**config.mk**
```make
export PLATFORM = sky130hd
export DESIGN_NAME = lsel_queue
export DESIGN_NICKNAME = d
export VERILOG_FILES = /design/src/sv/lsel_pkg.sv /design/src/sv/lsel_queue.sv
export SDC_FILE = /design/constraint.sdc
export NUM_CORES = 1
export LEC_CHECK = 0
export BUFFER_PORTS_ARGS = -buffer_cell sky130_fd_sc_hd__buf_2
export CAP_MARGIN = 20
export CORE_UTILIZATION = 47
export DETAILED_ROUTE_END_ITERATION = 16
export PLACE_DENSITY = 0.76
export REMOVE_ABC_BUFFERS = 1
export SLEW_MARGIN = 20
export SYNTH_ARGS = -nofsm -noshare
export SYNTH_HDL_FRONTEND = slang
export SYNTH_SLANG_ARGS = --single-unit
```
**constraint.sdc**
```tcl
create_clock -name clk -period 6.85 [get_ports clk]
set_input_delay 0.685 -clock clk [delete_from_list [all_inputs] [get_ports clk]]
set_output_delay 0.685 -clock clk [all_outputs]
set_load 0.005 [all_outputs]
```
**src/sv/lsel_pkg.sv**
```systemverilog
// Shared types, constants and helpers for the latent space edge likelihood block.
// Used by every module of the block; depends on nothing.
package lsel_pkg;

  // Default fraction bits of positions, radii, weights and totals.
  localparam int FRAC_BITS_DEF = 16;

  // Register indexes on the configuration port.
  localparam logic REG_W_IN  = 1'b0;
  localparam logic REG_W_OUT = 1'b1;

  // ln(2) in Q.30 and the point at which exp(-x) underflows to zero.
  localparam logic [35:0] LN2_Q30  = 36'd744261118;
  localparam logic [35:0] EXP_CUT  = 36'd41 * LN2_Q30;
  localparam logic [30:0] QUOT_MAX = 31'h7FFF_FFFF;

  // Series lengths for exp and ln(1+x).
  localparam logic [3:0] TAYLOR_LAST = 4'd12;
  localparam logic [3:0] LOG_LAST    = 4'd15;

  // Depth of the queue between front and back.
  localparam int QUEUE_DEPTH = 2;

  // One classified pair as it waits for the back end.
  typedef struct packed {
    logic        self_pair;
    logic [30:0] dist_a;
    logic [30:0] dist_b;
    logic        scale;
    logic [30:0] rad_i;
    logic [30:0] rad_j;
    logic        edge_obs;
    logic [15:0] draw;
    logic        last;
  } lsel_job_t;

  // Request to the shared divider.
  typedef struct packed {
    logic        start;
    logic [63:0] dividend;
    logic [31:0] divisor;
  } lsel_div_req_t;

  // Answer of the shared divider.
  typedef struct packed {
    logic        done;
    logic [31:0] quot;
  } lsel_div_rsp_t;

  // Signed add that clamps at the 64-bit limits.
  function automatic logic signed [63:0] sat_add64(input logic signed [63:0] a,
                                                   input logic signed [63:0] b);
    logic signed [64:0] s;
    s = 65'(a) + 65'(b);
    if (s[64] != s[63]) begin
      sat_add64 = s[64] ? {1'b1, 63'd0} : {1'b0, {63{1'b1}}};
    end else begin
      sat_add64 = s[63:0];
    end
  endfunction

endpackage

```
**src/sv/lsel_queue.sv**
```systemverilog
// Short queue of classified pairs between the front and back ends.
// Depends on lsel_pkg for the job type and depth.
module lsel_queue (
  input  logic                 clk,
  input  logic                 rst_n,
  input  logic                 wr_en,
  input  lsel_pkg::lsel_job_t  wr_data,
  output logic                 q_full,
  input  logic                 rd_en,
  output logic                 q_empty,
  output lsel_pkg::lsel_job_t  rd_data
);
  import lsel_pkg::*;

  localparam int PW = (QUEUE_DEPTH > 1) ? $clog2(QUEUE_DEPTH) : 1;

  lsel_job_t       mem_r [QUEUE_DEPTH];
  logic [PW-1:0]   wp_r, wp_nxt, rp_r, rp_nxt;
  logic [PW:0]     cnt_r, cnt_nxt;
  logic            do_wr, do_rd;

  assign q_full  = (cnt_r == (PW+1)'(QUEUE_DEPTH));
  assign q_empty = (cnt_r == '0);
  assign do_wr   = wr_en & ~q_full;
  assign do_rd   = rd_en & ~q_empty;
  assign rd_data = mem_r[rp_r];

  // Pointer and count update.
  always_comb begin
    wp_nxt  = wp_r;
    rp_nxt  = rp_r;
    cnt_nxt = cnt_r;
    if (do_wr) begin
      wp_nxt = (wp_r == PW'(QUEUE_DEPTH - 1)) ? '0 : wp_r + 1'b1;
    end
    if (do_rd) begin
      rp_nxt = (rp_r == PW'(QUEUE_DEPTH - 1)) ? '0 : rp_r + 1'b1;
    end
    if (do_wr && !do_rd) begin
      cnt_nxt = cnt_r + 1'b1;
    end else if (do_rd && !do_wr) begin
      cnt_nxt = cnt_r - 1'b1;
    end
  end

  always_ff @(posedge clk) begin
    if (!rst_n) begin
      wp_r  <= '0;
      rp_r  <= '0;
      cnt_r <= '0;
    end else begin
      wp_r  <= wp_nxt;
      rp_r  <= rp_nxt;
      cnt_r <= cnt_nxt;
    end
  end

  // Storage.
  always_ff @(posedge clk) begin
    if (do_wr) begin
      mem_r[wp_r] <= wr_data;
    end
  end

endmodule

```
== Yosys cells after proc, flatten, opt, wreduce, memory -nomap -nowiden ==
Memory sizes are Yosys's and may differ from the RTL's. A register that Yosys moved wholly into a read port is not among the register bits.
Cells that the tools add are included.

* Logic and storage cells: 27
* Bits in writable memories: 288
* Bits of input ports: 148
* Output and inout bits: 146
* Bits in registers: 4
* Memories: 1

* Eq/ne operators: 1
* Reduce and logical (&&, ||, !) cells: 6
* Multiplexer cells: 8
* Bitwise operators: 4
* Add/sub/neg operators: 4

{| class="wikitable"
|+ Memory list
! name !! depth !! width !! read ports !! clocked after memory_dff !! wr ports !! line !! RTL
|-
| mem_r || 2 || 144 || 1 || 1 || 1 || lsel_queue.sv:17 || <nowiki>lsel_job_t mem_r [QUEUE_DEPTH];</nowiki>
|}

{| class="wikitable"
|+ Operators by type and width
! cell !! number
|-
| 1-bit two-way mux || 6
|-
| 2-bit two-way mux || 2
|-
| 1-bit adder, second input constant || 2
|-
| 2-bit by 1-bit adder with 2-bit output, second input constant || 1
|-
| 1-bit bitwise AND || 2
|-
| 2-bit equality test, second input constant || 1
|-
| 1-bit logical AND || 2
|-
| 1-bit zero test || 2
|-
| 2-bit zero test || 1
|-
| 1-bit NOT || 2
|-
| 2-bit nonzero test || 1
|-
| 2-bit by 1-bit subtractor with 2-bit output, second input constant || 1
|}

== Longest topological paths before layout ==
* Depth in word-level cells: 7
* Gate-level depth with buffers: 7
* Depth with buffers taken out: 7

== Worst setup path before layout ==
OpenSTA, ideal clock, no wires.

* Path type: in2reg
* Start: input wr_en
* End: memory mem_r[0][0] (netlist name) (enable)
* Setup slack: -0.078 ns
* Arrival time: 6.305 ns
* Setup time: 0.623 ns
* Stages: 2
* Buffers on the path: 0
* Cell sequence: inv_1 nor3_2

* Cells in the longest elaborated chain, start to end: 3

{| class="wikitable"
|+ Ends and longest elaborated chain
! element !! line !! RTL
|-
| from (decl) || lsel_queue.sv:6 || <nowiki>input logic wr_en,</nowiki>
|-
| 1-bit bitwise AND || lsel_queue.sv:24 || <nowiki>assign do_wr = wr_en & ~q_full;</nowiki>
|-
| 1-bit two-way mux || lsel_queue.sv:60 || <nowiki>if (do_wr) begin</nowiki>
|-
| 1-bit two-way mux (not written as such) || lsel_queue.sv:61 || <nowiki>mem_r[wp_r] <= wr_data;</nowiki>
|-
| to (decl) || lsel_queue.sv:17 ||
|}

No other way between the ends.

==> impl_metrics.json <==
{
  "status": "complete, no violations",
  "grt_max_degree": 145,
  "p_int_mw": 3.76,
  "start_kind": "flip-flop",
  "worst_ep_arrival_time_ns": 2.30,
  "path_buf_inv": 2,
  "seq_area_um2": 8750,
  "p_leak_nw": 5.17,
  "post-route-period-util": 0.436,
  "start_util": 0.480,
  "fin_util": 0.600,
  "synth_top_area_share": 0.796,
  "drt-total-wl_um": 19400,
  "worst_setup_path_end_kind": "output port",
  "comb_power_share": 0.234,
  "overflow": 0,
  "cts_hold_buf": 0,
  "nets": 936,
  "cp_slowest_cell": "buf_12",
  "switching_share": 0.246,
  "path_clk_slew_ns": 0.06,
  "io_buffers": 293,
  "power.density_nw_per_um2": 367,
  "synth_compound_area_frac": 0.00300,
  "period_minus_slack_ns": 2.99,
  "drc": 0,
  "fmax_mhz": 335,
  "core_um2": 22600,
  "grt_usage": 0.158,
  "min_path_type": "input port to flip-flop",
  "final_common_cell": "buf_2",
  "seqPwrFrac": 0.463,
  "synth_top_family_by_area": "multiplexers",
  "ir_worst_vdd_v": 0.000292,
  "path_class": "flip-flop to output port",
  "yosysTopAreaCell": "edfxtp_1",
  "pin_count": 294,
  "final_cell_mix": "buf_2 (293), edfxtp_1 (288), mux2_2 (84)",
  "muxShareOfSynthArea": 0.170,
  "worst_pin_slew_ns": 1.12,
  "rsz0062_at_grt": "no",
  "cp_max_fo": 144,
  "multi_input_area_um2": 1980,
  "seq_area_frac_synth": 0.806,
  "dp_hpwl_um": 12400,
  "crit_family": "buffers and inverters",
  "cts_tree": "yes",
  "required_ns": 6.16,
  "cts_buffers": 29,
  "detail-route-antenna-nets": 0,
  "syn2layout_area_growth_pct": 25.1,
  "syn_avg_cell_area_um2": 23.0,
  "crit_chain": "buf_12, mux2_2, buf_2",
  "routedWlPerCell_um": 17.6,
  "fin_area_um2": 13600,
  "dp.cells": 1040,
  "timing.hold.ws_ns": 0.334,
  "vias_per_cell": 4.91,
  "netSwitchingPower_mw": 1.23,
  "grt_pass1_wl_um": 28900,
  "netlist-cell-type-count": 21,
  "rows": 55,
  "layoutNonFillerInstCount": 1101,
  "clock_path_buffers": 3,
  "clock_latency_ns": 0.53,
  "synth_fa_ha_area_frac": 0.00115,
  "power_mw": 4.98,
  "gp_congestion": 0.729,
  "cts.sinks": 293,
  "drv_cap": 0,
  "synth_seq_cells": 293,
  "drt_pass1_iterations": 4,
  "dieArea_um2": 23700,
  "synthSimpleGateAreaFrac": 0.00507,
  "placed_cell_area_um2": 12600,
  "finalSetupViolations": 0,
  "relSlewSlack": 0.256,
  "first_iter_violations": 300,
  "grt_pass1_vias": 5578,
  "postCtsSetupRepairBufs": 0,
  "die_y_um": 154,
  "htree_levels": 1,
  "syn-cell-area_um2": 10900,
  "yosysWarningCount": 0,
  "skew_ns": 0.0104,
  "num_vias": 5409,
  "antenna_found_initial": 7,
  "cts_root_buffer": "clkbuf_16",
  "fillers": 1659,
  "synthCells": 473,
  "critPathMaxStageDelay_ns": 0.50,
  "die_w_um": 154,
  "maxSlewViolCount": 0,
  "final_hold_viol_count": 0,
  "synthXorXnorAreaFrac": 0.00242,
  "synth_area_leaders": "edfxtp_1 (80%), mux2_2 (8.7%), mux2_4 (8.3%)",
  "cts_resized": 0,
  "drive_above_1_share": 0.602,
  "clkPwrFrac": 0.303
}
-- path summary, 6_finish.rpt --
path	from	slack, ns	depth (start not counted)	end
setup / recovery	flip-flop	3.86	3	rd_data[56]
hold / removal	wr_data[120]	0.33	1	mem_r[1][120]
setup reg to reg	cnt_r[0]	4.35	4	mem_r[0][18]
hold reg to reg	cnt_r[1]	0.52	2	cnt_r[1]
-- cells by family after synthesis --
logic type / Yosys count
buffers and inverters: 18
multiplexers: 144
flip-flops: 293
XOR/XNOR: 3
AND/OR/NAND/NOR: 9
AO/OA/AOI/OAI: 5
adder cells (fa/ha/maj): 1
-- layout make-up --
class | count | share of cell area
diodes | 6 | 0.00111
clock buffers | 31 | 0.0540
clock inverters | 23 | 0.0142
inverters | 2 | 0.000553
multi-input cells | 162 | 0.146
flip-flops and latches | 293 | 0.644
well taps | 285 | 0.0262
repair buffers | 299 | 0.114
-- sequential cells by signal (all words and copies together), names as in the netlist, named ones only --
register / cells
rp_r: 1
mem_r: 288
cnt_r: 2
wp_r: 1
-- layer usage --
metal / GRT usage / vias up / routed length (µm)
met2: 0.270 / 210 / 9590
li1: - / 2524 / -
met5: 0 / - / 12
met3: 0.0499 / 50 / 1600
met4: 0.0681 / 2 / 769
met1: 0.185 / 2623 / 7420
-- worst reg2reg max path, stage by stage, from the launching register on --
cell,delay (ns)
dfxtp_1,0.40
nand2b_1,0.17
inv_1,0.10
nor3_4,0.54
buf_4,0.81
-- stage by stage --
stage / setup TNS (ns) / setup WS (ns)
2_1_floorplan: -11.30 / -0.0782
3_3_place_gp: 0 / 4.13
3_5_place_dp: 0 / 4.09
4_1_cts: 0 / 3.95
5_1_grt: 0 / 3.84
6_report: 0 / 3.86
-- synth_stat cells (all sizes together) --
library cell / number
nor3: 1
o21a: 1
a21boi: 2
or3: 1
edfxtp: 288
nor2: 2
ha: 1
and2: 3
buf: 16
mux2: 144
o21ai: 2
inv: 2
and3: 1
xnor2: 2
xor2: 1
nand2b: 1
dfxtp: 5
-- power by group through the flow --
stage               Sequential (mW)  Combinational, mW  Clock, mW
finish                         2.31               1.16       1.51
global route                   2.33               1.25       1.62
CTS                            2.31               1.18       1.55
detailed placement             2.35               1.17          0
global placement               2.34               1.17          0
floorplan                      2.47              0.711          0
(Power assumes the default switching activity.)
