File: src/sv/lsel_pkg.sv
// Shared types, constants and helpers for the latent space edge likelihood block.
// Used by every module of the block; depends on nothing.
package lsel_pkg;

  // Default fraction bits of positions, radii, weights and totals.
  localparam int FRAC_BITS_DEF = 16;

  // Register indexes on the configuration port.
  localparam logic REG_W_IN  = 1'b0;
  localparam logic REG_W_OUT = 1'b1;

  // ln(2) in Q.30 and the point at which exp(-x) underflows to zero.
  localparam logic [35:0] LN2_Q30  = 36'd744261118;
  localparam logic [35:0] EXP_CUT  = 36'd41 * LN2_Q30;
  localparam logic [30:0] QUOT_MAX = 31'h7FFF_FFFF;

  // Series lengths for exp and ln(1+x).
  localparam logic [3:0] TAYLOR_LAST = 4'd12;
  localparam logic [3:0] LOG_LAST    = 4'd15;

  // Depth of the queue between front and back.
  localparam int QUEUE_DEPTH = 2;

  // One classified pair as it waits for the back end.
  typedef struct packed {
    logic        self_pair;
    logic [30:0] dist_a;
    logic [30:0] dist_b;
    logic        scale;
    logic [30:0] rad_i;
    logic [30:0] rad_j;
    logic        edge_obs;
    logic [15:0] draw;
    logic        last;
  } lsel_job_t;

  // Request to the shared divider.
  typedef struct packed {
    logic        start;
    logic [63:0] dividend;
    logic [31:0] divisor;
  } lsel_div_req_t;

  // Answer of the shared divider.
  typedef struct packed {
    logic        done;
    logic [31:0] quot;
  } lsel_div_rsp_t;

  // Signed add that clamps at the 64-bit limits.
  function automatic logic signed [63:0] sat_add64(input logic signed [63:0] a,
                                                   input logic signed [63:0] b);
    logic signed [64:0] s;
    s = 65'(a) + 65'(b);
    if (s[64] != s[63]) begin
      sat_add64 = s[64] ? {1'b1, 63'd0} : {1'b0, {63{1'b1}}};
    end else begin
      sat_add64 = s[63:0];
    end
  endfunction

endpackage

File: src/sv/lsel_front.sv
// Front end: takes pairs from the input channel and classifies them.
// Depends on lsel_pkg; feeds lsel_queue.
module lsel_front (
  input  logic                    push,
  output logic                    full,
  input  logic [9:0]              in_sender_node,
  input  logic [9:0]              in_receiver_node,
  input  logic signed [31:0]      in_sender_pos_x,
  input  logic signed [31:0]      in_sender_pos_y,
  input  logic signed [31:0]      in_receiver_pos_x,
  input  logic signed [31:0]      in_receiver_pos_y,
  input  logic [30:0]             in_sender_radius,
  input  logic [30:0]             in_receiver_radius,
  input  logic                    in_edge_observed,
  input  logic [15:0]             in_uniform_draw,
  input  logic                    in_last_pair,
  input  logic                    q_full,
  output logic                    q_push,
  output lsel_pkg::lsel_job_t     q_job
);
  import lsel_pkg::*;

  logic signed [32:0] dx, dy;
  logic [32:0]        ax, ay;
  logic               big;

  // Exact coordinate differences and their magnitudes.
  assign dx = 33'(in_sender_pos_x) - 33'(in_receiver_pos_x);
  assign dy = 33'(in_sender_pos_y) - 33'(in_receiver_pos_y);
  assign ax = dx[32] ? 33'(-dx) : 33'(dx);
  assign ay = dy[32] ? 33'(-dy) : 33'(dy);

  // Halve both offsets when either reaches 2^31 so the squares fit.
  assign big = ax[32] | ax[31] | ay[32] | ay[31];

  always_comb begin
    q_job.self_pair = (in_sender_node == in_receiver_node);
    q_job.dist_a    = big ? ax[31:1] : ax[30:0];
    q_job.dist_b    = big ? ay[31:1] : ay[30:0];
    q_job.scale     = big;
    q_job.rad_i     = in_sender_radius;
    q_job.rad_j     = in_receiver_radius;
    q_job.edge_obs  = in_edge_observed;
    q_job.draw      = in_uniform_draw;
    q_job.last      = in_last_pair;
  end

  // A word is taken whenever the queue has room.
  assign full   = q_full;
  assign q_push = push & ~q_full;

endmodule

File: config.mk
export PLATFORM = sky130hd
export DESIGN_NAME = lsel_front
export DESIGN_NICKNAME = d
export VERILOG_FILES = /design/src/sv/lsel_pkg.sv /design/src/sv/lsel_front.sv
export SDC_FILE = /design/constraint.sdc
export NUM_CORES = 1
export LEC_CHECK = 0
export BUFFER_PORTS_ARGS = -buffer_cell sky130_fd_sc_hd__buf_2
export CAP_MARGIN = 20
export CORE_ASPECT_RATIO = 0.8
export CORE_MARGIN = 5
export CORE_UTILIZATION = 25
export DETAILED_ROUTE_END_ITERATION = 12
export RECOVER_POWER = 25
export SETUP_SLACK_MARGIN = 0.2
export SLEW_MARGIN = 30
export SYNTH_ARGS = -nofsm -noshare
export SYNTH_HDL_FRONTEND = slang
export SYNTH_SLANG_ARGS = --single-unit
File: constraint.sdc
create_clock -name vclk -period 5.4
set_input_delay 0 -clock vclk [all_inputs]
set_output_delay 0 -clock vclk [all_outputs]
set_load 0.02 [all_outputs]
Yosys cells after proc, flatten, opt, wreduce, memory -nomap -nowiden --
Index checks and enable logic that the tools add are counted.
Storage, ports and cells: output and inout port bits 146, bits of input ports 230, bits in registers 0, word-level logic and storage cells 14
Operators by class: muxes and demuxes 4, add/sub/neg operators 4, equality and inequality tests 1, bitwise gates (word level) 5
Operators by type and width (count):
- 33-bit two-way mux | 2
- 33-bit negation | 2
- 32-bit by 32-bit subtractor with 33-bit output | 2
- 31-bit two-way mux | 2
- 10-bit equality test | 1
- 1-bit OR | 3
- 1-bit bitwise AND | 1
- 1-bit inverter | 1

Longest topological paths before layout --
Gate-level depths: netlist (run 1).
depth in word-level cells 7, mapped depth 19, mapped depth without buffers 17

Worst setup path after synthesis (run 1) --
OpenSTA, ideal clock, no wires.
kind input -> output, start input port in_sender_pos_y[0], end output port q_job[86] in the netlist's numbering, buffers on the path 1, path slack 1.215 ns, arrival 4.185 ns, stages on the path 17, data required time 5.400 ns, cell sequence inv_1 > ha_1 > inv_1 > fa_1 > a211oi_2 > o21bai_1 > a21oi_1 > xor2_1 > a21boi_1 > nand4_1 > nor3b_4 > nor4b_4 > a32oi_1 > a211oi_2 > buf_6 > mux4_2 > a21oi_1
RTL lines:
- start, declared | line lsel_front.sv:9 | input logic signed [31:0] in_sender_pos_y,
- end, declared | line lsel_front.sv:19 | output lsel_pkg::lsel_job_t q_job

==> metrics.md, run 1 <==
| Metric | Value |
|---|---|
| Outcome | `finished clean` |
| Total design power | `1980 uW` |
| Filler cells | `between 3000 and 4000` |
| Min-Delay Path Class | `in -> out` |
| Final wirelength | `~27000 um` |
| Post-synthesis mux area share | `7.97%` |
| Xor-xnor portion of the synthesized cell area | `between 10 and 15%` |
| Post-DRT Antenna Nets | `0` |
| Critical Path AT | `4.92 ns` |
| Routed wire per std cell | `roughly 16 um` |
| PD cells | `about 220 mW/mm^2` |
| IO Port Bufs | `between 200 and 250` |
| Area growth, synth to finish | `12.6%` |
| Slew at the pin closest to its max-slew limit | `slightly above 0.9 ns` |
| Post-Syn Area | `0.00782 mm^2` |
| Crit end category | `primary output` |
| Post-Synth Adder-Cell Area | `roughly 11%` |
| Initial antenna violation count | `0` |
| Worst vdd ir | `between 100 and 150 uV` |
| Fin. Hold Viols | `0` |
| Post-synth cell types | `88` |
| Simple-gate share of the synthesized area | `25.9%` |
| Synth area leader | `ha_1` |
| Tot GR Track Use | `~14%` |
| Slew headroom | `roughly two fifths` |
| RSZ-0062 raised after global routing | `true` |
| Critical path fanouts, max | `7` |
| Ports | `~380` |
| Die area | `0.0349 mm^2` |
| Tcrit/Tclk final | `between 90% and 100%` |
| Max Clock Freq | `203 MHz` |
| Max Cap Viol | `0` |
| Sequential-to-total area share from yosys stat | `0%` |
| CP Class | `in -> out` |
| # diodes | `0` |
| Syn nets | `1458` |
| Seq cells | `0` |
| Leakage power | `just under 0.004 uW` |
| Routability cong. | `between 0.8 and 0.9` |
| # rows | `57` |
| Sequential cell area | `0 um^2` |
| Synth top area cells | `ha_1, buf_4, mux2i_1, a21oi_1, xnor2_1` |
| Final Max Slew Viols | `0` |
| Ys Warns | `0` |
| Effective utilization at floorplan | `25.6%` |
| DR vias/cell | `slightly above 5` |
| Vias in the first global route | `just over 8000` |
| Syn Inst Count | `approximately 1200` |
| HPWL after DPL | `23400 um` |
| DRC Markers | `0` |
| Hold buffers post-CTS | `0` |
| Initial DRC count | `around 580` |
| Global-route wire length before repair | `about 42000 um` |
| Startpoint types | `input pin` |
| Remaining global-route overflow | `0` |
| Final setup violation count | `0` |
| Synth Area in Compound Gates | `28.8%` |
| Final #Nets | `1570` |
| Largest family of logic cells by synthesized area | `compound AO/OA/AOI/OAI gates` |
| Final min period | `around 5 ns` |
| Met3 Use GR | `around 3%` |
| DP Cell Count | `1674` |
| DR vias | `a little under 9000` |
| TNS Setup | `0 ns` |
| Pin count of the biggest net entering global routing | `27` |
| Top cell type's share of synthesized area | `between 10% and 20%` |
| GRT met1 Usage | `between 20% and 30%` |
| CORE AREA | `slightly above 0.03 mm^2` |
| Die X | `208 um` |
| GR Layer Usage met2 | `23.3%` |
| Fin cells | `1683` |
| # clk buffers | `0` |
| Share of layout cells above drive strength 1 | `23.6%` |
| Chip Height | `between 150 and 200 um` |
| Mean Syn Cell Area | `between 6 and 7 um^2` |
| GR peak layer | `met2` |
| Drt first pass iters | `5` |
| WP data required | `about 5.4 ns` |
==> synth_stat cells (5+ instances only) <==
library cell and instances:
nand4_1 21, nand2_1 90, mux2i_1 51, a311oi_1 6, nor4_1 11, nor2b_1 17
and3_1 19, inv_1 84, nor2_1 101, xor2_1 45, o2111ai_1 6, o211ai_1 22
a21oi_1 97, xnor2_1 55, o21ai_0 53, buf_4 83, nor3b_1 6, o21a_1 17
nand2b_1 9, or3_1 13, a211oi_1 9, a31o_2 5, ha_1 66, o31ai_1 7
o21bai_1 8, buf_6 6, buf_2 8, a21o_1 12, a31oi_1 15, clkbuf_1 33
nand3_1 30, nor3_1 24, a211oi_2 7, or2_2 9, and2_1 16
==> final cells by class <==
type	instances	area [um^2]	share of cell area (%)
timing repair buffer	240	1270	14.4
multi-input combinational	946	6700	76.1
tap	413	517	5.87
inverter	84	319	3.62
==> placed cells by master, fill, tap and decap left out, drive strengths merged, types with 21 or more instances in the layout <==
| master | count |
|---|---|
| a21oi | 101 |
| buf | 240 |
| ha | 66 |
| inv | 83 |
| mux2i | 51 |
| nand2 | 90 |
| nand3 | 30 |
| nand4 | 21 |
| nor2 | 101 |
| nor3 | 25 |
| o211ai | 23 |
| o21ai | 58 |
| xnor2 | 55 |
| xor2 | 45 |
==> through the flow <==
| stage | area, um^2 | hold slack [ns] | worst slack (ns) | util [%] |
|---|---|---|---|---|
| after floorplan | 7820 | 0.0781 | 1.22 | - |
| after global placement | 8690 | 0.000137 | 0.379 | 28.4 |
| after detailed placement | 8690 | 0.000137 | 0.238 | 28.4 |
| after CTS | 8690 | 0.000137 | 0.202 | 28.4 |
| after global routing | 8800 | 0.0000292 | 0.190 | 28.8 |
| final | 8800 | 0.00000777 | 0.475 | 28.8 |
==> worst max-delay path: stages <==
cell and delay [ns]:
buf_2 0.10, inv_1 0.04, ha_1 0.16, inv_1 0.05, fa_1 0.48, a21o_1 0.22
a21oi_1 0.19, o21a_1 0.25, o211ai_1 0.13, xor2_1 0.20, or4_1 0.66, nor3b_4 0.32
nor4b_4 0.36, a32oi_2 0.22, a211oi_4 0.39, buf_4 0.18, clkinvlp_4 0.12, buf_4 0.19
buf_4 0.16, a211oi_2 0.24, a211oi_2 0.07, buf_2 0.18
==> cell families after synthesis <==
logic type	count (synthesis)
AOI/OAI and AO/OA	327
xor gates and xnor gates	100
adders and majority gates	68
buffers and inverters	214
muxes	58
and+or+nand+nor	393
==> per-layer routing <==
metal  share of wire (%)  up-vias
li1                    -     4344
met1                  48     3944
met2                  44      353
met3                 7.5        9
met4                0.49        0
met5                   0        -
==> where the power goes <==
group          switching, uW  internal [uW]  leakage (uW)  total, uW
clock network              0              0             0          0
registers                  0              0             0          0
logic                   1250            722       0.00391       1980
==> what timing repair did <==
action,CTS,global route
gates resized for setup,0,8
setup endpoints to repair,0,48
buffers inserted,0,9
==> final timing paths <==
check                  endpoint                    from  slack, ns  cells past startpoint
worst min-delay path  q_job[46]  in_receiver_radius[28]   0.000008                      0
worst max-delay path  q_job[83]      in_sender_pos_y[0]       0.48                     22
(Power assumes the default switching activity.)
==> run 2: changes to the inputs <==
- ABC_AREA: default -> 1
- SKIP_LAST_GASP: default -> 1
==> run 2 against run 1 <==
Effect of this change: flip-flop and latch count did not move; global-route usage increased by 0.93 points; clock-buffer cell count is the same; maximum frequency grew 16%; core utilization is 0.97 points lower; worst setup slack improved by 0.69 ns; wire length grew 13%; largest cell class unchanged; critical path type unchanged.
==> metrics.md, run 2 <==
| Metric | Value |
|---|---|
| Sequential cell area | `0 um^2` |
| PD cells | `between 200 and 250 mW/mm^2` |
| Seq cells | `0` |
| Outcome | `finished clean` |
| Tot GR Track Use | `15.1%` |
| Total design power | `2030 uW` |
| CORE AREA | `0.0336 mm^2` |
| Hold Startpoint | `in_receiver_radius[18]` |
| DRC Markers | `0` |
| Top Layer Used | `met4` |
| Initial DRC count | `around 570` |
| Commonest non-fill, non-tap cell in the layout | `nand2_1` |
| Slew at the pin closest to its max-slew limit | `0.614 ns` |
| Slew headroom | `59.1%` |
| Share of layout cells above drive strength 1 | `a little over an eighth` |
| # diodes | `0` |
| Post-CTS sizing | `0` |
| Sequential-to-total area share from yosys stat | `0%` |
| Routed wire per std cell | `roughly 13 um` |
| Post-DRT Antenna Nets | `0` |
| Post-synth cell types | `38` |
| Startpoint types | `input pin` |
| Setup bufs post-CTS | `0` |
| Final #Nets | `about 2200` |
| # clk buffers | `0` |
| DR vias/cell | `around 4.6` |
| # rows | `60` |
| Synth area leader | `nand2_1` |
| Effective utilization at floorplan | `approximately a quarter` |
| Global-route wire length before repair | `between 40000 and 50000 um` |
| Hold buffers post-CTS | `0` |
| Min-Delay Path Class | `in -> out` |
| Die area | `roughly 0.038 mm^2` |
| Met3 Wirelength | `~1800 um` |
| HPWL after DPL | `27100 um` |
| Pin count of the biggest net entering global routing | `62` |
| Post-Syn Area | `0.00848 mm^2` |
| IO Port Bufs | `between 200 and 250` |
| Met2 Routed Length | `13800 um` |
| Syn Inst Count | `between 1500 and 2000` |
| Top cell type's share of synthesized area | `roughly 30%` |
| Die X | `216 um` |
| End of the worst hold path | `q_job[36]` |
| Syn nets | `~2000` |
| Worst hold path cell count | `0` |
| Final setup violation count | `0` |
| Remaining global-route overflow | `0` |
| Area growth, synth to finish | `10.0%` |
| CP Class | `in -> out` |
| Max Clock Freq | `between 200 and 250 MHz` |
| Final min period | `between 4 and 5 ns` |
| Final wirelength | `roughly 31000 um` |
| Wl on met1 | `around 14000 um` |
| Critical Path AT | `4.24 ns` |
| Tcrit/Tclk final | `between 70% and 80%` |
| DR vias | `10500` |
| Fin. Hold Viols | `0` |
| Top-count cell post-synth | `nand2_1` |
| Final Max Slew Viols | `0` |
| TNS Setup | `0 ns` |
| Mean Syn Cell Area | `4.86 um^2` |
| Ys Warns | `0` |
| Commonest non-fill, non-tap cells in the layout | `nand2_1, inv_1, buf_2` |
| Drt first pass iters | `6` |
| Vias in the first global route | `a little under 10000` |
| Worst vdd ir | `around 180 uV` |
| Top cells by count, synth | `nand2_1, inv_1, nand3_1` |
| WP data required | `roughly 5.4 ns` |
| Crit end category | `primary output` |
| Chip Height | `roughly 170 um` |
| Leakage power | `about 0.0059 uW` |
| RSZ-0062 raised after global routing | `false` |
| Routability cong. | `approximately 0.9` |
| Max Cap Viol | `0` |
| Synth top area cells | `nand2_1, inv_1, nand3_1, ha_1, buf_4` |
| Critical path fanouts, max | `61` |
| Filler cells | `between 3000 and 4000` |
| Ports | `about 380` |
| Initial antenna violation count | `0` |
## run 2: cell types whose count changed after synthesis, sizes merged, moves of 23 or more
cell and delta:
nand3 +149, mux2i -51, a21oi -45, o21ai -35
clkbuf -29, inv +229, o211ai -23, nor2 +73
xnor2 -31, nand2 +586
## run 2: metal layers
layer	up-vias	track usage [%]
met5	-	0
met4	0	2.17
met3	20	1.96
met2	349	26.2
met1	4596	20.5
li1	5508	-
## run 2: kinds of logic (layout without fill, tap and decap cells)
family / after synthesis / in the layout / synth area share (%)
adder cells (fa/ha/maj): 68 / 68 / 10.2
AND/OR/NAND/NOR: 1101 / 1101 / 54.2
AO/OA/AOI/OAI: 96 / 96 / 6.27
buffers and inverters: 420 / 532 / 23.3
XOR/XNOR: 59 / 59 / 6.09
## run 2: area by class of cell
cell class	count	area (um^2)	area share, %
inverter	313	1170	12.6
multi-input combinational	1324	6510	69.8
tap	434	543	5.82
timing repair buffer	219	1100	11.8
## run 2: power breakdown
group | switching (uW) | internal [uW]
Clock | 0 | 0
Combinational | 1410 | 628
Sequential | 0 | 0
Total | 1410 | 628
## run 2: metrics by stage
step | util (%) | instances | area [um^2] | worst slack (ns) | hold WS (ns)
after floorplan | - | 1744 | 8480 | 2.74 | 0.0798
after global placement | 27.8 | 2290 | 9330 | 1.17 | 0.000137
after detailed placement | 27.8 | 2290 | 9330 | 1.11 | 0.000137
after CTS | 27.8 | 2290 | 9330 | 1.10 | 0.000137
after global routing | 27.8 | 2290 | 9330 | 0.656 | 0.0000292
final | 27.8 | 2290 | 9330 | 1.16 | 0.00000774
## run 2: worst max-delay path, stage by stage
cell and delay, ns:
buf_2 0.07, inv_1 0.03, ha_1 0.21, fa_1 0.40, inv_1 0.12, nand3_1 0.09, nand2_1 0.14, nand2_1 0.09
nand2_1 0.13, nand2_1 0.09, nand2_1 0.11, nand3b_1 0.10, nand2_1 0.09, nand2_1 0.05, nand2_1 0.42, inv_2 0.30
o21ai_4 0.17, nand2_1 0.08, nand2_1 0.07, nand2_2 0.09, nor2_8 0.38, nand2_4 0.46, nand2_1 0.28, nand2_1 0.08
buf_2 0.16
## run 2: worst max-delay path by stage
stage	start	to	slack [ns]	cells past startpoint
after floorplan	in_sender_pos_y[0]	q_job[138]	2.74	21
after global placement	in_sender_pos_x[0]	q_job[134]	1.17	25
after detailed placement	in_sender_pos_x[0]	q_job[134]	1.11	25
after CTS	in_sender_pos_x[0]	q_job[134]	1.10	25
after global routing	in_sender_pos_x[0]	q_job[134]	0.66	25
final	in_sender_pos_x[0]	q_job[134]	1.16	25
