`config.mk`:
```
export PLATFORM = sky130hd
export DESIGN_NAME = lsel_div
export DESIGN_NICKNAME = d
export VERILOG_FILES = /design/src/sv/lsel_pkg.sv /design/src/sv/lsel_div.sv
export SDC_FILE = /design/constraint.sdc
export NUM_CORES = 1
export LEC_CHECK = 0
export BUFFER_PORTS_ARGS = -buffer_cell sky130_fd_sc_hd__buf_4
export CORE_MARGIN = 2
export CORE_UTILIZATION = 47
export DETAILED_ROUTE_END_ITERATION = 8
export PLACE_DENSITY = 0.68
export SLEW_MARGIN = 20
export SYNTH_ARGS = -nofsm -noshare
export SYNTH_HDL_FRONTEND = slang
export SYNTH_SLANG_ARGS = --single-unit
```
`constraint.sdc`:
```
create_clock -name clk -period 16.1 [get_ports clk]
set_clock_uncertainty 0.2 [all_clocks]
set_input_delay 2.415 -clock clk [delete_from_list [all_inputs] [get_ports clk]]
set_output_delay 2.415 -clock clk [all_outputs]
set_load 0.03 [all_outputs]
```
`src/sv/lsel_pkg.sv`:
```
// Shared types, constants and helpers for the latent space edge likelihood block.
// Used by every module of the block; depends on nothing.
package lsel_pkg;

  // Default fraction bits of positions, radii, weights and totals.
  localparam int FRAC_BITS_DEF = 16;

  // Register indexes on the configuration port.
  localparam logic REG_W_IN  = 1'b0;
  localparam logic REG_W_OUT = 1'b1;

  // ln(2) in Q.30 and the point at which exp(-x) underflows to zero.
  localparam logic [35:0] LN2_Q30  = 36'd744261118;
  localparam logic [35:0] EXP_CUT  = 36'd41 * LN2_Q30;
  localparam logic [30:0] QUOT_MAX = 31'h7FFF_FFFF;

  // Series lengths for exp and ln(1+x).
  localparam logic [3:0] TAYLOR_LAST = 4'd12;
  localparam logic [3:0] LOG_LAST    = 4'd15;

  // Depth of the queue between front and back.
  localparam int QUEUE_DEPTH = 2;

  // One classified pair as it waits for the back end.
  typedef struct packed {
    logic        self_pair;
    logic [30:0] dist_a;
    logic [30:0] dist_b;
    logic        scale;
    logic [30:0] rad_i;
    logic [30:0] rad_j;
    logic        edge_obs;
    logic [15:0] draw;
    logic        last;
  } lsel_job_t;

  // Request to the shared divider.
  typedef struct packed {
    logic        start;
    logic [63:0] dividend;
    logic [31:0] divisor;
  } lsel_div_req_t;

  // Answer of the shared divider.
  typedef struct packed {
    logic        done;
    logic [31:0] quot;
  } lsel_div_rsp_t;

  // Signed add that clamps at the 64-bit limits.
  function automatic logic signed [63:0] sat_add64(input logic signed [63:0] a,
                                                   input logic signed [63:0] b);
    logic signed [64:0] s;
    s = 65'(a) + 65'(b);
    if (s[64] != s[63]) begin
      sat_add64 = s[64] ? {1'b1, 63'd0} : {1'b0, {63{1'b1}}};
    end else begin
      sat_add64 = s[63:0];
    end
  endfunction

endpackage

```
`src/sv/lsel_div.sv`:
```
// Shared unsigned long divider, two quotient bits per cycle.
// Depends on lsel_pkg; the dividend's upper half must be below the divisor.
module lsel_div (
  input  logic                  clk,
  input  logic                  rst_n,
  input  lsel_pkg::lsel_div_req_t req,
  output lsel_pkg::lsel_div_rsp_t rsp
);
  import lsel_pkg::*;

  logic [31:0] rem_r, rem_nxt, num_r, num_nxt, quot_r, quot_nxt, den_r, den_nxt;
  logic [3:0]  cnt_r, cnt_nxt;
  logic        busy_r, busy_nxt, done_r, done_nxt;
  logic [32:0] r1, r1s, r2, r2s;
  logic        ge1, ge2;

  // Two restoring steps per cycle.
  always_comb begin
    r1  = {rem_r, num_r[31]};
    ge1 = (r1 >= {1'b0, den_r});
    r1s = ge1 ? r1 - {1'b0, den_r} : r1;
    r2  = {r1s[31:0], num_r[30]};
    ge2 = (r2 >= {1'b0, den_r});
    r2s = ge2 ? r2 - {1'b0, den_r} : r2;
  end

  always_comb begin
    rem_nxt  = rem_r;
    num_nxt  = num_r;
    quot_nxt = quot_r;
    den_nxt  = den_r;
    cnt_nxt  = cnt_r;
    busy_nxt = busy_r;
    done_nxt = 1'b0;
    if (req.start) begin
      rem_nxt  = req.dividend[63:32];
      num_nxt  = req.dividend[31:0];
      den_nxt  = req.divisor;
      quot_nxt = '0;
      cnt_nxt  = '0;
      busy_nxt = 1'b1;
    end else if (busy_r) begin
      rem_nxt  = r2s[31:0];
      num_nxt  = {num_r[29:0], 2'b00};
      quot_nxt = {quot_r[29:0], ge1, ge2};
      cnt_nxt  = cnt_r + 1'b1;
      if (cnt_r == 4'd15) begin
        busy_nxt = 1'b0;
        done_nxt = 1'b1;
      end
    end
  end

  always_ff @(posedge clk) begin
    if (!rst_n) begin
      busy_r <= 1'b0;
      done_r <= 1'b0;
      cnt_r  <= '0;
    end else begin
      busy_r <= busy_nxt;
      done_r <= done_nxt;
      cnt_r  <= cnt_nxt;
    end
  end

  always_ff @(posedge clk) begin
    rem_r  <= rem_nxt;
    num_r  <= num_nxt;
    quot_r <= quot_nxt;
    den_r  <= den_nxt;
  end

  assign rsp.done = done_r;
  assign rsp.quot = quot_r;

endmodule

```
# After elaboration in Yosys (flattened, before gate mapping)
# Index checks and enable logic that the tools add are counted.
[word_totals]
ff_bits = 134
memories = 0
latch_bits = 0
mem_bits_ro = 0
out_inout_bits = 33
wordCells = 28
mem_bits_rw = 0
in_bits = 99
[classes]
bitwise_logic = 2
div_mod_pow = 0
addsub = 3
multipliers = 0
shift = 0
eq_ne = 1
n_lt_le_gt_ge = 2
n_mux = 10
n_reduce_logical = 3
[op_table]
columns = ["operator", "count"]
rows = [
  ["2-to-1 mux 32 bit", 6],
  ["greater-or-equal comparator 33 x 32 -> 1 bit", 2],
  ["subtractor 32 bit", 2],
  ["adder 4 x 1 -> 4 bit (second input constant)", 1],
  ["equality test 4 bit (second input constant)", 1],
  ["2-to-1 mux 1 bit", 4],
  ["OR reduction 3 bit", 1],
  ["inverter 1 bit", 2],
  ["nonzero test 2 bit", 1],
  ["OR reduction 2 bit", 1],
]

# Logic depth before layout (Yosys ltp)
# Gate-level depths: netlist of run 1.
[depth]
word_depth = 6
ltp_mapped = 27
mapped_depth_nobuf = 23

# Worst setup path after synthesis of run 1
# Ideal clock, no wire load.
[synth_timing]
kind = "register to register"
startpoint = "reg rem_r[23]"
endpoint = "reg rem_r[28], data pin"
slack_ps = 10393
period_less_slack_ps = 5707
setup_ps = 203
path_stages_with_launch = 22
t_arrival_ps = 5304
required_time_ps = 15697
path_buffers = 2
cell_sequence = "edfxtp_1 ha_1 nand2_2 or4_4 a2111oi_4 nor3_2 nor4b_2 or2_1 buf_6 buf_2 mux2_2 ha_1 o21ai_0 a21oi_1 a31oi_1 a21oi_1 o21a_1 o311a_1 or2_2 a41o_1 nor4bb_1 a2111oi_1"
[synth_between]
elab_chain_len = 6
word_cells_on_any_way = 8
classes_between = "add/sub: 2; order compare: 2; mux: 4"
[synth_rtl]
columns = ["element", "line_no", "rtl"]
rows = [
  ["start: declaration", "lsel_div.sv:11", "logic [31:0] rem_r, rem_nxt, num_r, num_nxt, quot_r, quot_nxt, den_r, den_nxt;"],
  ["start signal: assignment", "lsel_div.sv:67", "rem_r <= rem_nxt;"],
  ["subtractor 32 bit / greater-or-equal comparator 33 x 32 -> 1 bit (equally long branches)", "lsel_div.sv:21, lsel_div.sv:20", ""],
  ["2-to-1 mux 32 bit *", "lsel_div.sv:21", "r1s = ge1 ? r1 - {1'b0, den_r} : r1;"],
  ["subtractor 32 bit / greater-or-equal comparator 33 x 32 -> 1 bit (equally long branches)", "lsel_div.sv:24, lsel_div.sv:23", ""],
  ["2-to-1 mux 32 bit *", "lsel_div.sv:24", "r2s = ge2 ? r2 - {1'b0, den_r} : r2;"],
  ["2-to-1 mux 32 bit *", "lsel_div.sv:42", "end else if (busy_r) begin"],
  ["2-to-1 mux 32 bit *", "lsel_div.sv:35", "if (req.start) begin"],
  ["via rem_nxt[28]", "lsel_div.sv:11", ""],
]
# Mark *: on every way through the listed nets, which the timed path passes. The rest lies on a longest branch. The select of a mux whose other input is x is not followed.
# A chain may end at the register's enable or synchronous reset.

# Worst setup path in the final report of run 1
[layout_timing]
startpoint = "reg rem_r[9]"
endpoint = "reg rem_r[9], data pin"
[layout_between]
elab_chain_len = 6
word_cells_on_any_way = 8
classes_between = "add/sub: 2; order compare: 2; mux: 4"
[layout_rtl]
columns = ["element", "line_no"]
rows = [
  ["greater-or-equal comparator 33 x 32 -> 1 bit / subtractor 32 bit (equally long branches)", "lsel_div.sv:20, lsel_div.sv:21"],
  ["2-to-1 mux 32 bit *", "lsel_div.sv:21"],
  ["subtractor 32 bit / greater-or-equal comparator 33 x 32 -> 1 bit (equally long branches)", "lsel_div.sv:24, lsel_div.sv:23"],
  ["2-to-1 mux 32 bit *", "lsel_div.sv:24"],
  ["2-to-1 mux 32 bit *", "lsel_div.sv:42"],
  ["2-to-1 mux 32 bit *", "lsel_div.sv:35"],
  ["via rem_nxt[9]", "lsel_div.sv:11"],
]
# Marked as above.

==> results of run 1 <==
## power groups by stage
stage | Combinational (mW) | Clock, mW | Sequential (mW)
after global placement | 1.92 | 0 | 0.506
after detailed placement | 1.93 | 0 | 0.509
after CTS | 1.94 | 0.411 | 0.502
after floorplan | 1.55 | 0 | 0.497
final | 1.97 | 0.404 | 0.502
after global routing | 2.17 | 0.425 | 0.509
## cell families after synthesis
family	after synthesis	share of synthesized area, %
AO/OA/AOI/OAI	242	17.15
XOR/XNOR	47	4.428
adder cells (fa/ha/maj)	67	9.179
buffers and inverters	94	4.226
flip-flops	134	39.19
multiplexers	105	12.02
AND/OR/NAND/NOR	265	13.81
## state kept, by name (all words and copies together), names as in the netlist
register  cells
den_r        32
busy_r        1
rem_r        32
num_r        32
quot_r       32
cnt_r         4
done_r        1
## layout make-up
type / instances / area [sq um] / share of cell area (%)
flip-flops and latches: 134 / 3645 / 32.87
clock inverters: 13 / 136.4 / 1.230
clock buffers: 19 / 475.5 / 4.288
inverters: 56 / 210.2 / 1.896
multi-input cells: 726 / 5260 / 47.44
well taps: 265 / 331.6 / 2.991
repair buffers: 137 / 1028 / 9.277
## worst max-delay path, stage by stage, from the launching register on
cell       delay (ns)
edfxtp_1         0.40
ha_1             0.41
a21oi_1          0.10
o21ai_0          0.27
and2b_1          0.27
a2111oi_4        0.40
nor3_2           0.10
nor4b_2          0.88
or2_1            0.71
buf_4            0.41
mux2_2           0.38
ha_1             0.36
and4_1           0.27
o21ai_0          0.11
a31o_2           0.14
a21oi_1          0.10
or3_1            0.41
nand3_1          0.14
a31oi_1          0.18
a211oi_4         0.43
buf_4            0.58
mux2i_1          0.31
a21oi_1          0.10
## metal layers
metal | vias to the layer above | wire [microns] | share of wire [%] | global-route usage [%]
met3 | 28 | 1528 | 6.6 | 5.728
met1 | 3624 | 10750 | 47 | 30.26
li1 | 3777 | - | - | -
met2 | 226 | 10350 | 45 | 35.25
met4 | 0 | 376 | 1.6 | 6.847
met5 | - | 0 | 0 | 0
## cells in the final DEF, fill, tap and decap left out, types with 29 or more instances in the layout
| master | instances |
|---|---|
| dfxtp_1 | 37 |
| o21ai_0 | 47 |
| nor2_1 | 94 |
| a21oi_1 | 75 |
| ha_1 | 65 |
| nand2_1 | 60 |
| mux2_2 | 53 |
| mux2i_1 | 52 |
| buf_4 | 137 |
| xnor2_1 | 29 |
| inv_1 | 56 |
| edfxtp_1 | 96 |
## final timing paths
check                              from                  to  slack [ns]  cells past startpoint
setup / recovery     rem_r[9]$_DFFE_PP_  rem_r[9]$_DFFE_PP_        8.17                     22
setup reg to reg     rem_r[9]$_DFFE_PP_  rem_r[9]$_DFFE_PP_        8.17                     22
hold / removal    cnt_r[3]$_SDFFE_PP0P_   done_r$_SDFF_PP0_        0.27                      2
hold reg to reg   cnt_r[3]$_SDFFE_PP0P_   done_r$_SDFF_PP0_        0.27                      2
==> results.md, run 1 <==
- Clk network pwr share: 14.0%
- Dpl hpwl: 16560 microns
- Total clock sinks: about 130
- Layout cells sized above 1: 22.76%
- CTS Root Cell: clkbuf_16
- Initial Util: 47.77%
- Die Area: between 0.02 and 0.025 sq mm
- Tcrit/Tclk final: between 40% and 50%
- Antenna Cells: 0
- Fin area: 0.01109 sq mm
- Switching share of power: around 46%
- Worst setup margin: 8.171 ns
- RD Place Congestion: 0.8689
- Post-CTS resize count: 0
- CP Class: reg2reg
- Reg power frac: roughly 17%
- Leading area contributor after synthesis: edfxtp_1
- Worst Max-Slew Pin Slew: 1.082 ns
- Core area: 0.01946 sq mm
- Final Hold Viols: 0
- Comb power frac: 68.5%
- Status: finished, final reports clean
- Commonest cells in the netlist: 96 x edfxtp_1, 94 x nor2_1, 75 x a21oi_1
- Net Count, Synth: around 1100
- Register area share after synthesis: 39.19%
- Setup TNS: 0 ns
- Post-Syn Area: 0.009296 sq mm
- Post-synth top area share: between 30 and 40%
- Power Total: 2.878 mW
- Vias/cell: 5.670
- Primary FF master, synth: edfxtp_1
- Clk buf depth: 2
- WL/cell: 17.04 microns
- CTS Buf Count: 17
- Hold Slack: 0.2659 ns
- Ys async rst share: 0%
- Crit path max fanout: 40
- Vias in the first global route: 7264
- Final Max Tran Viols: 0
- Seq cells post-synth: 134
- RSZ-0062 raised after global routing: false
- Final count of negative-setup-slack endpoints: 0
- Cell internal pwr: 1.547 mW
- Crit path required time: ~16 ns
- Final Critical Period: 7.929 ns
- Crit. End Element: register
- GRT overflow: 0
- Initial DRC Count: 491
- Initial antenna violation count: 0
- Area Growth Syn to Fin: 19.26%
- Main area contributors after synthesis: edfxtp_1 31%, ha_1 8.7%, dfxtp_1 8.2%, mux2_2 6.4%, mux2i_1 5.6%
- Filler Cell Count: 1715
- Hold Buf Count CTS: 0
- Placed insts: 1318
- Routed WL: ~23000 microns
- CP arrival: 7.87 ns
- Die Span Y: 144.6 microns
- Cell count after synthesis: 954
- Fmax: 126.1 MHz
- CTS tree: done
- Clk Latency, worst-skew pair: 0.43 ns
- Drt pass-1 iters: 4
- Post-CTS Setup Repair Bufs: 0
- Final net count: 1238
- Layout Utilization: a little under three fifths
- Syn Area/Cell: 9.745 sq um
- Pwr per Cell Area: approximately 260 mW/mm^2
- Total GRT Usage: 22.35%
- Worst-path clk slew: 0.07 ns
- Startpoint Class: register
- Leak: 4.728 nW
- Synth warn: 0
- Post-synth EDFFs: 96
- Post-Layout Cell Count: 1350
- Input/output buffers: 131
- FP Rows: 51
- Largest net degree at the start of global routing: between 60 and 70
- Hold Path Class: reg2reg
- First-pass GRT wire length: ~37000 microns
- MaxCap Viol Count: 0
- I/O pins: 132
- ANT nets after route: 0
- Slew Limit Headroom: 27.87%
- Sw power: 1.331 mW
- Die width: ~140 microns
- Cell with the most instances after synthesis: edfxtp_1
- Synth cell types: 76
- Peak VDD IR: 106.2 uV
- DR vias: 7655
- Worst slack, placed: 8.249 ns
- Htree depth: 4
- DRC Markers: 0
- Dpl cell area: 0.01048 sq mm
No activity file was read; power rests on OpenSTA's default activity.
==> run 2: changes to the inputs <==
--- a/config.mk
+++ b/config.mk
@@ -9,7 +9,7 @@
 export CORE_MARGIN = 2
 export CORE_UTILIZATION = 47
 export DETAILED_ROUTE_END_ITERATION = 8
-export PLACE_DENSITY = 0.68
+export PLACE_DENSITY = 0.7
 export SLEW_MARGIN = 20
 export SYNTH_ARGS = -nofsm -noshare
 export SYNTH_HDL_FRONTEND = slang
==> constraint.sdc (replaced) <==
create_clock -name clk -period 7.04 [get_ports clk]
set_clock_uncertainty 0.2 [all_clocks]
set_input_delay 1.056 -clock clk [delete_from_list [all_inputs] [get_ports clk]]
set_output_delay 1.056 -clock clk [all_outputs]
set_load 0.03 [all_outputs]
==> results.md, run 2 (synthesis gave the netlist of run 1 again) <==
- Final Max Tran Viols: 0
- Worst Max-Slew Pin Slew: 1.068 ns
- Peak VDD IR: ~280 uV
- CTS Buf Count: 17
- Worst path max stage delay: 0.56 ns
- Final Critical Period: 6.523 ns
- Die Area: 0.02092 sq mm
- First-pass GRT wire length: around 37000 microns
- Crit. End Element: register
- Total clock sinks: 134
- Final Hold Viols: 0
- Core area: between 0.015 and 0.02 sq mm
- Commonest non-fill, non-tap cell in the layout: buf_4
- Fmax: 153.3 MHz
- Htree depth: 4
- MaxCap Viol Count: 0
- Layout Utilization: 57.63%
- Antenna Cells: 0
- Most frequent cells in the layout: 153 x buf_4, 96 x edfxtp_1, 94 x nor2_1
- Fin area: 0.01122 sq mm
- DR vias: between 7000 and 8000
- Hold Path Class: reg2reg
- Final count of negative-setup-slack endpoints: 0
- GRT overflow: 0
- Hold Buf Count CTS: 0
- Input/output buffers: 131
- Largest net degree at the start of global routing: 75
- Total GRT Usage: between 20% and 30%
- Top delay family on crit path: simple AND/OR/NAND/NOR gates
- Vias/cell: approximately 5.7
- Startpoint Class: register
- CTS Root Cell: clkbuf_16
- CP most frequent cell: mux2_2
- Slowest cell on the critical path: or4_4
- WL/cell: roughly 17 microns
- Tcrit/Tclk final: just over 90%
- Setup TNS: 0 ns
- Layout cells sized above 1: between 20% and 30%
- Pwr per Cell Area: 601.2 mW/mm^2
- CP arrival: between 6 and 7 ns
- RSZ-0062 raised after global routing: false
- Die Span Y: 144.6 microns
- CP Class: reg2reg
- Dpl cell area: ~0.011 sq mm
- Routed WL: 23230 microns
- ANT nets after route: 0
- Initial antenna violation count: 0
- Crit path required time: around 7.0 ns
- Leak: 4.806 nW
- Dpl hpwl: around 17000 microns
- Area Growth Syn to Fin: 20.65%
- Drt pass-1 iters: 5
- Status: finished, final reports clean
- I/O pins: roughly 130
- Worst path bufs/invs: 2
- Slew Limit Headroom: 28.83%
- RD Place Congestion: 0.9391
- Worst-path clk slew: roughly 0.070 ns
- Crit path max fanout: 9
- CTS tree: done
- Clk buf depth: 2
- Die width: around 140 microns
- Clk Latency, worst-skew pair: 0.43 ns
- DRC Markers: 0
- Initial DRC Count: 450
- Final net count: between 1000 and 1500
- CP Cell Sequence: ha_1 -> nand2_2 -> or4_4 -> a2111oi_4 -> nor3_2 -> nor4b_2 -> or2_1 -> buf_4 -> mux2_2 -> ha_1 -> a21oi_1 -> o21ai_0 -> o21ai_0 -> a21oi_1 -> or3_1 -> nand3_1 -> a31oi_1 -> a211oi_4 -> buf_4 -> mux2_2 -> mux2_2
- Initial Util: between 40 and 50%
- Vias in the first global route: about 7300
- FP Rows: 51
run 2: cell type report:
class                   instances  area [sq um]
repair buffers                153          1149
well taps                     265         331.6
flip-flops and latches        134          3645
fillers                      1717          8247
multi-input cells             726          5269
clock inverters                13         136.4
clock buffers                  19         475.5
inverters                      56         210.2
run 2: final timing paths:
| kind | from | end | slack (ns) | cells past startpoint |
|---|---|---|---|---|
| max | rem_r[23]$_DFFE_PP_ | rem_r[19]$_DFFE_PP_ | 0.52 | 21 |
| min | cnt_r[3]$_SDFFE_PP0P_ | done_r$_SDFF_PP0_ | 0.28 | 2 |
| max reg2reg | rem_r[23]$_DFFE_PP_ | rem_r[19]$_DFFE_PP_ | 0.52 | 21 |
| min reg2reg | cnt_r[3]$_SDFFE_PP0P_ | done_r$_SDFF_PP0_ | 0.28 | 2 |
run 2: repair_timing:
item                       4_1_cts  5_1_grt
setup endpoints to repair        0       24
gates resized for setup          0        1
setup buffers                    0        3
run 2: metal layers:
metal | up-vias | share of wire, % | GRT usage, %
met5 | - | 0 | 0
met4 | 0 | 2.2 | 7.971
met3 | 40 | 8.1 | 5.993
met2 | 296 | 45 | 35.22
met1 | 3608 | 45 | 29.92
li1 | 3786 | - | -
run 2: worst reg2reg max path, stage by stage (launching register included):
cell,delay (ns)
edfxtp_1,0.41
ha_1,0.42
nand2_2,0.10
or4_4,0.56
a2111oi_4,0.35
nor3_2,0.10
nor4b_2,0.31
or2_1,0.31
buf_4,0.26
mux2_2,0.38
ha_1,0.39
a21oi_1,0.18
o21ai_0,0.15
o21ai_0,0.20
a21oi_1,0.09
or3_1,0.42
nand3_1,0.14
a31oi_1,0.15
a211oi_4,0.32
buf_4,0.23
mux2_2,0.35
mux2_2,0.27
run 2: where the power goes:
group	total, mW	internal (mW)	switching (mW)
Sequential	1.16	1.07	0.0892
Clock	0.920	0.518	0.402
Combinational	4.67	2.07	2.59
run 2: stage by stage:
| stage | setup slack [ns] | power (mW) | std cells | hold slack (ns) |
|---|---|---|---|---|
| finish | 0.5166 | 6.743 | 1366 | 0.2796 |
| global route | 0.1590 | 7.243 | 1366 | 0.3050 |
| CTS | 0.2421 | 6.657 | 1363 | 0.2846 |
| detailed placement | 0.2642 | 5.692 | 1331 | 0.2651 |
| global placement | 0.3840 | 5.655 | 1331 | 0.2702 |
| floorplan | 1.333 | 4.684 | 954 | 0.2392 |
